## config.mk

```make
export PLATFORM = sky130hd
export DESIGN_NAME = stack_with_middle_access
export DESIGN_NICKNAME = d
export VERILOG_FILES = /design/src/design/swma_pkg.sv /design/src/design/swma_exec.sv /design/src/design/stack_with_middle_access.sv
export SDC_FILE = /design/constraint.sdc
export NUM_CORES = 2
export LEC_CHECK = 0
export ABC_AREA = 1
export BUFFER_PORTS_ARGS = -buffer_cell sky130_fd_sc_hd__buf_2
export CORE_ASPECT_RATIO = 1.5
export CORE_MARGIN = 4
export CORE_UTILIZATION = 35
export CTS_CLUSTER_SIZE = 20
export DETAILED_ROUTE_END_ITERATION = 8
export GPL_TIMING_DRIVEN = 0
export PLACE_DENSITY_LB_ADDON = 0.05
export SYNTH_ARGS = -nofsm -noshare
export SYNTH_HDL_FRONTEND = slang
export SYNTH_SLANG_ARGS = --single-unit
```

## constraint.sdc

```tcl
create_clock -name clock -period 24 [get_ports clock]
set_input_delay 0 -clock clock [delete_from_list [all_inputs] [get_ports clock]]
set_output_delay 0 -clock clock [all_outputs]
set_load 0.005 [all_outputs]
```

## src/design/swma_pkg.sv

```systemverilog
package swma_pkg;

   localparam int unsigned WORD_W  = 32;
   localparam int unsigned COUNT_W = 5;

   typedef enum logic [1:0] {
      FUNC_PUSH    = 2'd0,
      FUNC_POP     = 2'd1,
      FUNC_DEL_MID = 2'd2,
      FUNC_QUERY   = 2'd3
   } func_type;

   typedef enum logic [1:0] {
      STATUS_OK    = 2'd0,
      STATUS_EMPTY = 2'd1,
      STATUS_FULL  = 2'd2
   } status_type;

   typedef struct packed {
      func_type                   func;
      logic signed [WORD_W-1:0]   push_value;
   } req_type;

   typedef struct packed {
      logic signed [WORD_W-1:0]   popped_value;
      logic signed [WORD_W-1:0]   middle_value;
      logic                       middle_valid;
      logic [COUNT_W-1:0]         entry_count;
      status_type                 status;
   } rsp_type;

endpackage

```

## src/design/swma_exec.sv

```systemverilog
module swma_exec #(
   parameter int unsigned DEPTH = 16
) (
   input  logic              clock,
   input  logic              reset,
   input  logic              exec_en,
   input  swma_pkg::req_type op,
   output swma_pkg::rsp_type result
);
   import swma_pkg::*;

   localparam int unsigned CW = $clog2(DEPTH + 1);
   localparam int unsigned IW = $clog2(DEPTH);
   localparam logic [CW-1:0] FULL_COUNT = CW'(DEPTH);

   logic signed [WORD_W-1:0] entries_ff [DEPTH];
   logic signed [WORD_W-1:0] entries_in [DEPTH];
   logic [CW-1:0]            count_ff;
   logic [CW-1:0]            count_in;
   logic [CW-1:0]            mid_old;
   logic [CW-1:0]            top_pos;
   logic [CW-1:0]            mid_new;
   logic                     empty;
   logic                     full;
   logic                     do_push;
   logic                     do_pop;
   logic                     do_del;

   assign empty   = (count_ff == '0);
   assign full    = (count_ff == FULL_COUNT);
   assign mid_old = count_ff >> 1;
   assign top_pos = count_ff - CW'(1);

   assign do_push = (op.func == FUNC_PUSH)    && !full;
   assign do_pop  = (op.func == FUNC_POP)     && !empty;
   assign do_del  = (op.func == FUNC_DEL_MID) && !empty;

   always_comb begin
      count_in = count_ff;
      if (do_push) begin
         count_in = count_ff + CW'(1);
      end else if (do_pop || do_del) begin
         count_in = top_pos;
      end
   end

   // per-lane next value: push writes the slot at count, delete pulls the upper part down
   for (genvar i = 0; i < DEPTH; i++) begin : g_lane
      always_comb begin
         entries_in[i] = entries_ff[i];
         if (do_push && (count_ff == CW'(i))) begin
            entries_in[i] = op.push_value;
         end
         if (i + 1 < DEPTH) begin
            if (do_del && (CW'(i) >= mid_old) && (CW'(i + 1) < count_ff)) begin
               entries_in[i] = entries_ff[(i + 1) % DEPTH];
            end
         end
      end
   end

   always_ff @(posedge clock) begin
      if (reset) begin
         count_ff <= '0;
      end else if (exec_en) begin
         count_ff <= count_in;
      end
   end

   always_ff @(posedge clock) begin
      if (exec_en) begin
         for (int i = 0; i < DEPTH; i++) begin
            entries_ff[i] <= entries_in[i];
         end
      end
   end

   assign mid_new = count_in >> 1;

   always_comb begin
      result              = '0;
      result.entry_count  = COUNT_W'(count_in);
      result.middle_valid = (count_in != '0);
      if (count_in != '0) begin
         result.middle_value = entries_in[mid_new[IW-1:0]];
      end
      if (do_pop) begin
         result.popped_value = entries_ff[top_pos[IW-1:0]];
      end
      case (op.func)
         FUNC_PUSH:    result.status = full  ? STATUS_FULL  : STATUS_OK;
         FUNC_POP:     result.status = empty ? STATUS_EMPTY : STATUS_OK;
         FUNC_DEL_MID: result.status = empty ? STATUS_EMPTY : STATUS_OK;
         default:      result.status = STATUS_OK;
      endcase
   end

endmodule

```

## src/design/stack_with_middle_access.sv

```systemverilog
// Channel   Direction  Handshake              Payload
// req_*     in         req_valid / req_ready  swma_pkg::req_type (func, push_value)
// rsp_*     out        rsp_valid / rsp_ready  swma_pkg::rsp_type (popped, middle, count, status)
//
// One transfer per cycle sustained while rsp_ready stays high; a request passes the stage 1
// register and then the stage 2 register before rsp_valid rises with its response.
// Stage 1 registers the request, stage 2 executes it against the stack and registers the result.
// Stack state changes only when stage 1 moves into stage 2, so operations apply in order.
// A stalled rsp holds stage 2, then stage 1; req_ready drops only when both are full.
// Synchronous active-high reset empties the stack and both stages; entry data is not cleared.
module stack_with_middle_access #(
   parameter int unsigned DEPTH = 16
) (
   input  logic              clock,
   input  logic              reset,
   input  logic              req_valid,
   output logic              req_ready,
   input  swma_pkg::req_type req_data,
   output logic              rsp_valid,
   input  logic              rsp_ready,
   output swma_pkg::rsp_type rsp_data
);
   import swma_pkg::*;

   req_type req_ff;
   logic    in_valid_ff;
   rsp_type rsp_ff;
   rsp_type rsp_in;
   logic    out_valid_ff;
   logic    advance;

   // execute when stage 1 holds an op and stage 2 is free or draining
   assign advance   = in_valid_ff && (!out_valid_ff || rsp_ready);
   assign req_ready = !in_valid_ff || advance;

   always_ff @(posedge clock) begin
      if (reset) begin
         in_valid_ff <= 1'b0;
      end else if (req_ready) begin
         in_valid_ff <= req_valid;
      end
   end

   always_ff @(posedge clock) begin
      if (req_ready && req_valid) begin
         req_ff <= req_data;
      end
   end

   swma_exec #(
      .DEPTH (DEPTH)
   ) u_exec (
      .clock   (clock),
      .reset   (reset),
      .exec_en (advance),
      .op      (req_ff),
      .result  (rsp_in)
   );

   always_ff @(posedge clock) begin
      if (reset) begin
         out_valid_ff <= 1'b0;
      end else if (advance) begin
         out_valid_ff <= 1'b1;
      end else if (rsp_ready) begin
         out_valid_ff <= 1'b0;
      end
   end

   always_ff @(posedge clock) begin
      if (advance) begin
         rsp_ff <= rsp_in;
      end
   end

   assign rsp_valid = out_valid_ff;
   assign rsp_data  = rsp_ff;

   a_advance_fills: assert property (@(posedge clock) disable iff (reset)
      advance |=> out_valid_ff)
      else $error("executed op did not reach the result stage");

   a_stage1_holds: assert property (@(posedge clock) disable iff (reset)
      (in_valid_ff && !advance) |=> (in_valid_ff && $stable(req_ff)))
      else $error("stalled request lost or changed");

   a_full_no_pop: assert property (@(posedge clock) disable iff (reset)
      (rsp_valid && rsp_data.status == STATUS_FULL)
         |-> (rsp_data.popped_value == '0 && rsp_data.middle_valid))
      else $error("full status with inconsistent result");

   a_empty_mid_zero: assert property (@(posedge clock) disable iff (reset)
      (rsp_valid && !rsp_data.middle_valid) |-> (rsp_data.middle_value == '0))
      else $error("middle value nonzero on empty stack");

endmodule
```

Word level (Yosys, flattened, before mapping)
Memories as Yosys holds them, arrays and structs flattened. A register that Yosys moved wholly into a read port is not among the register bits.
Cells that the tools add are included.
W data, S select, Z words.
{"block": "totals", "regBits": 81, "latchBits": 0, "ram_bits": 512, "mem_bits_ro": 0, "in_bits": 38, "mem_count": 1}
{"memory": "u_exec.entries_ff", "words": 16, "width": 32, "read_ports": 17, "rd_ports_with_merged_regs": 1, "wr": 16, "line_no": "swma_exec.sv:16", "rtl": "logic signed [WORD_W-1:0] entries_ff [DEPTH];"}
{"block": "classes", "add_sub_neg": 2, "n_mul": 0, "div_mod_pow": 0, "magnitude_cmp": 31, "eq_ne": 18, "shift": 0, "mux": 43, "bitwise_logic": 1, "reduce_logical": 64}
{"cell": "$mux W32", "n": 33}
{"cell": "$bmux W32 S4", "n": 1}
{"cell": "$logic_and A1 B1 Y1", "n": 51}
{"cell": "$eq A5 B4 Y1 const B", "n": 8}
{"cell": "$lt A4 B5 Y1 const A", "n": 8}
{"cell": "$ge A4 B4 Y1 const A", "n": 7}
{"cell": "$eq A5 B3 Y1 const B", "n": 4}
{"cell": "$lt A3 B5 Y1 const A", "n": 4}
{"cell": "$ge A3 B4 Y1 const A", "n": 4}
{"cell": "$eq A5 B2 Y1 const B", "n": 2}
{"cell": "$lt A2 B5 Y1 const A", "n": 2}
{"cell": "$mux W5", "n": 2}
{"cell": "$ge A1 B4 Y1 const A", "n": 2}
{"cell": "$ge A2 B4 Y1 const A", "n": 2}
{"cell": "$add A5 B1 Y5 const B", "n": 1}
{"cell": "$eq A5 B1 Y1 const B", "n": 1}
{"cell": "$eq A5 B5 Y1 const B", "n": 1}
{"cell": "$ge A5 B5 Y1 const B", "n": 1}
{"cell": "$logic_not A1 Y1", "n": 5}
{"cell": "$logic_not A5 Y1", "n": 1}
{"cell": "$lt A1 B5 Y1 const A", "n": 1}
{"cell": "$mux W1", "n": 5}
{"cell": "$not A4 Y5", "n": 1}
{"cell": "$reduce_bool A5 Y1", "n": 1}
{"cell": "9 further kinds", "n": 11}

Longest topological paths before layout
{"block": "depth", "ltp_word": 10, "mapped_depth": 22, "mapped_depth_nobuf": 17}

Cells and area by module
A second synthesis with hierarchy kept.
{"block": "unflattened", "cells_unflattened": 5723, "hier_area_um2": 41274.6}
{"mod": "swma_exec", "n_inst": 1, "cells_each": 5605, "area_each_um2": 38000.2, "seq_area_each_um2": 15474.8}
{"mod": "stack_with_middle_access", "n_inst": 1, "cells_each": 118, "area_each_um2": 3274.4, "seq_area_each_um2": 3223.1}

Worst setup path after synthesis
Ideal clock, no wire load.
{"block": "synth_path", "path_kind": "reg-to-reg", "from": "reg out_valid_ff, in the netlist rsp_valid", "to": "reg u_exec.count_ff[0]", "arrival_time_ns": 12.701, "required_ns": 23.799, "setup_slack_ns": 11.098, "stages_incl_launch_ff": 6, "synth_period_minus_slack_ns": 12.902, "path_cell_list": "dfxtp_1 > nand2_1 > nand2_1 > inv_1 > o21ai_0 > a21oi_1"}
{"block": "synth_via", "elab_chain_len": 3}
{"element": "start: declaration", "line_no": "stack_with_middle_access.sv:29", "rtl": "logic out_valid_ff;"}
{"element": "start signal: assignment", "line_no": "stack_with_middle_access.sv:62", "rtl": "out_valid_ff <= 1'b0;"}
{"element": "start signal: assignment", "line_no": "stack_with_middle_access.sv:64", "rtl": "out_valid_ff <= 1'b1;"}
{"element": "start signal: assignment", "line_no": "stack_with_middle_access.sv:66", "rtl": "out_valid_ff <= 1'b0;"}
{"element": "$logic_not A1 Y1", "line_no": "stack_with_middle_access.sv:33", "rtl": "assign advance = in_valid_ff && (!out_valid_ff || rsp_ready);"}
{"element": "$logic_or A1 B1 Y1", "line_no": "stack_with_middle_access.sv:33"}
{"element": "$logic_and A1 B1 Y1", "line_no": "stack_with_middle_access.sv:33"}
{"element": "named net advance", "line_no": "stack_with_middle_access.sv:30", "rtl": "logic advance;"}
{"element": "end signal: assignment", "line_no": "swma_exec.sv:66", "rtl": "count_ff <= count_in;"}
{"element": "end: declaration", "line_no": "swma_exec.sv:18", "rtl": "logic [CW-1:0] count_ff;"}
The timed path passes the listed nets, and every way through them passes these cells.
A chain may end at the register's enable or synchronous reset.

Worst setup path in the final report
{"block": "layout_path", "from": "reg u_exec.count_ff[0]", "to": "reg, netlist name rsp_data[40]"}
{"block": "layout_via", "elab_chain_len": 4, "elab_cells_between_ends": 5, "classes_between": "add/sub: 1; reduce/logical: 4"}
{"element": "parallel branches: the longest is 4 deep, another holds $sub A5 B1 Y5"}
Several ways; the timed one is not identified.

==> impl_metrics.yaml <==
sta:
  fin_hold_ws_ns: 0.0315
  slew_headroom_pct: -4.09
  fin_setup_tns_ns: 0
  finClkSkew_ns: 0.0340
  max_slew.worst_pin.slew_ns: 1.56
  max_freq_mhz: 139
  period_share_pct: 30.0
  setup_violations: 0
  slew_violations: 12
  rsz0062_at_grt: "false"
  fin_crit_ns: 7.19
  hold_violations: 0
power_and_ir_drop:
  p_leak_nw: 21.6
  peakVddDrop_uv: 55.9
  total_power_mw: 3.63
  p_per_area_nw_per_um2: 73.3
setup_path:
  rr_worst_depth: 13
  r2r_end: "rsp_data[40]"
  timing.rr.start: "u_exec.count_ff[0]"
  start_kind: "flop"
  arrival_ns: 7.57
  slowest_delay_ns: 1.18
  crit_buf_inv: 8
  r2r_slack_ns: 16.81
  cp.required_ns: 24.38
  worstPathMaxFanout: 12
  criticalPathCategory: "reg2reg"
  slowest_stage: "clkbuf_1"
  cpMostUsedCell: "clkbuf_1"
  endpoint_kind: "flop"
  crit_cells: 13
  crit_chain: "buf_2 -> inv_1 -> buf_2 -> buf_1 -> clkbuf_1 -> ha_1 -> inv_1 -> clkbuf_1 -> clkbuf_1 -> o211ai_1 -> a21oi_1 -> a211oi_1 -> a211oi_1"
  critPathTopFamily: "buffers and inverters"
  cp-startpoint: "u_exec.count_ff[0]"
drt:
  initialDrtViolationCount: 5273
  drc: 0
  routed_via_density: 5.59
  dr.pass1.iters: 6
  vias: 44900
  wl_per_cell_um: 28.4
  routed_wl_um: 228000
  ant_nets: 0
clock_network:
  ctsHtreeMaxLevel: 3
  clk_latency_ns: 0.73
  cts_resized: 0
  root_buffer: "clkbuf_16"
  clock_sinks: 625
  path_clk_slew_ns: 0.07
  cts_tree: "yes"
  cts_buffers: 78
  cts_setup_buffers: 0
  cts_buffer_depth: 3
run_status:
  status: "complete, but fails checks"
  violations: "max-capacitance violations, max-slew violations"
flow_run:
  max_cap_violations: 1
logic_synthesis:
  syn_area_um2: 43500
  ys_ff_latch: 625
  synth_top_area_share_pct: 42.6
  ys_seq_area_share_pct: 42.9
  yosysUniqueCellTypes: 34
  syn-num-nets: 6142
  netlist_top_cells_area: "edfxtp_1 (43%), nand2_1 (17%), nand3_1 (11%), nand4_1 (5.1%), inv_1 (4.9%)"
  avgSynthCellArea_um2: 7.14
  synth_warnings: 0
  synth_cells: 6095
  synth_top_cell_by_area: "edfxtp_1"
worst_hold_path:
  min_delay_path_depth: 2
  hp-start: "req_data[1]"
  min_to: "req_ff[1]"
  hold_class: "in2reg"
floorplan:
  rows: 158
  die_w_um: 296
  dieArea_um2: 130000
  fp.dieH_um: 440
  start_util_pct: 35.2
  core-area_um2: 124000
  io_pins: 112
place:
  dp.cells: 7813
  post-dp-hpwl_um: 185000
  place.gp.congestion: 1.01
  numPortBuffers: 111
final_layout:
  fill_cells: 13200
  ff_latch_area_um2: 18700
  areaGrowthSynthToFinish_pct: 13.7
  nNetsFinal: 6408
  drive_gt1_share_pct: 8.57
  final_core_util_pct: 40.1
  final_cells: 8035
  multiInputGateArea_um2: 20400
global_route:
  antenna_found_initial: 19
  global_route.usage.total_pct: 34.0
  grt_pass1_vias: 43900
  grt_pass1_wl_um: 313000
  overflow: 0
  grt_max_degree: 111
-- worst max path at each step --
stage	to	slack, ns
after floorplan	u_exec.count_ff[0]	11.10
after global placement	u_exec.count_ff[4]	2.61
after detailed placement	rsp_data[40]	17.38
after CTS	rsp_data[40]	17.36
after global routing	rsp_data[40]	17.02
final	rsp_data[40]	16.81
-- per-stage QoR --
| step | cell area (um2) | setup WS, ns |
|---|---|---|
| 6_report | 49500 | 16.81 |
| 5_1_grt | 49500 | 17.02 |
| 4_1_cts | 49500 | 17.36 |
| 3_5_place_dp | 46300 | 17.38 |
| 3_3_place_gp | 46100 | 2.61 |
| 2_1_floorplan | 43500 | 11.10 |
-- sequential cells by signal (all words and copies together) (netlist names) --
| register | flops |
|---|---|
| u_exec.entries_ff | 512 |
| rsp_data | 72 |
| req_ff | 34 |
| u_exec.count_ff | 5 |
| in_valid_ff | 1 |
| rsp_valid | 1 |
-- report_power, final --
part / internal, mW / switching (mW) / total [mW]
logic: 0.254 / 0.817 / 1.07
registers: 1.29 / 0.0345 / 1.32
clock network: 0.681 / 0.555 / 1.24
-- metal layers --
| layer | up-vias | track usage (%) | routed length [um] |
|---|---|---|---|
| met3 | 491 | 5.31 | 17100 |
| met5 | - | 0 | 29 |
| met2 | 2065 | 57.1 | 108000 |
| met4 | 4 | 19.6 | 14800 |
| met1 | 21100 | 41.2 | 87900 |
| li1 | 21200 | - | - |
-- kinds of logic (layout without fill, tap and decap cells) --
family                     count (synthesis)  after routing  share of synthesized area (%)
and+or+nand+nor                         3489           3489                           35.7
buffers and inverters                   1114           1446                           10.3
AOI/OAI and AO/OA                        853            853                           10.7
DFF                                      625            625                           42.9
adders and majority gates                  9              9                          0.259
xor gates and xnor gates                   5              5                          0.118
other                                      0              8                              0
-- cell usage after synthesis (all sizes together) --
cell type and number:
a21oi 232, inv 588, xnor2 1, nand4 355
nand2 1956, o211ai 33, xor2 4, o22ai 32
dfxtp 7, clkbuf 289, nor3 1, or2 65
edfxtp 618, o21bai 32, ha 9, and2 32
buf 237, o21ai 460, nor2 124, a211oi 64
nand3 956
-- final cells by class --
| class | instances | share of cell area (%) |
|---|---|---|
| Inverter | 588 | 4.47 |
| Antenna cell | 8 | 0.0404 |
| Clock buffer | 92 | 4.24 |
| Timing Repair Buffer | 186 | 2.87 |
| Multi-Input combinational cell | 4356 | 41.1 |
| Buffer | 526 | 4.60 |
| Sequential cell | 625 | 37.8 |
| Clock inverter | 54 | 0.849 |
| Tap cell | 1600 | 4.04 |
-- layout by cell type, fill, tap and decap left out, types with 6 or more instances in the layout --
master | Yosys | final
buf_1 | 40 | 40
and2_1 | 32 | 32
a211oi_1 | 64 | 64
dfxtp_1 | 7 | 7
nand2_1 | 1947 | 1947
inv_1 | 574 | 572
or2_2 | 65 | 65
clkbuf_1 | 289 | 297
o22ai_1 | 32 | 32
nand3_1 | 952 | 952
ha_1 | 9 | 9
edfxtp_1 | 618 | 618
o21bai_1 | 32 | 32
a21oi_1 | 232 | 232
clkinvlp_4 | 0 | 6
inv_2 | 14 | 15
o211ai_1 | 33 | 33
nand4_1 | 355 | 355
o21ai_0 | 379 | 379
dlygate4sd3_1 | 0 | 68
nand2_2 | 8 | 8
buf_16 | 0 | 6
clkbuf_16 | 0 | 81
diode_2 | 0 | 8
o21ai_1 | 79 | 79
nor2_1 | 114 | 114
buf_4 | 11 | 11
buf_2 | 181 | 292
clkinv_2 | 0 | 27
clkinv_1 | 0 | 10
-- worst reg2reg max path, stage by stage (launching register included) --
cell	delay (ns)
dfxtp_1	0.34
buf_2	0.19
inv_1	0.18
buf_2	0.51
buf_1	0.57
clkbuf_1	0.85
ha_1	0.41
inv_1	0.29
clkbuf_1	1.18
clkbuf_1	0.76
o211ai_1	0.21
a21oi_1	0.40
a211oi_1	0.16
a211oi_1	0.80
-- timing repair --
item / in CTS / in global routing
endpoints found under the hold margin: 45 / 0
endpoints found under the setup margin: 0 / 0
hold buffers: 68 / 0
No activity file was read; power rests on OpenSTA's default activity.
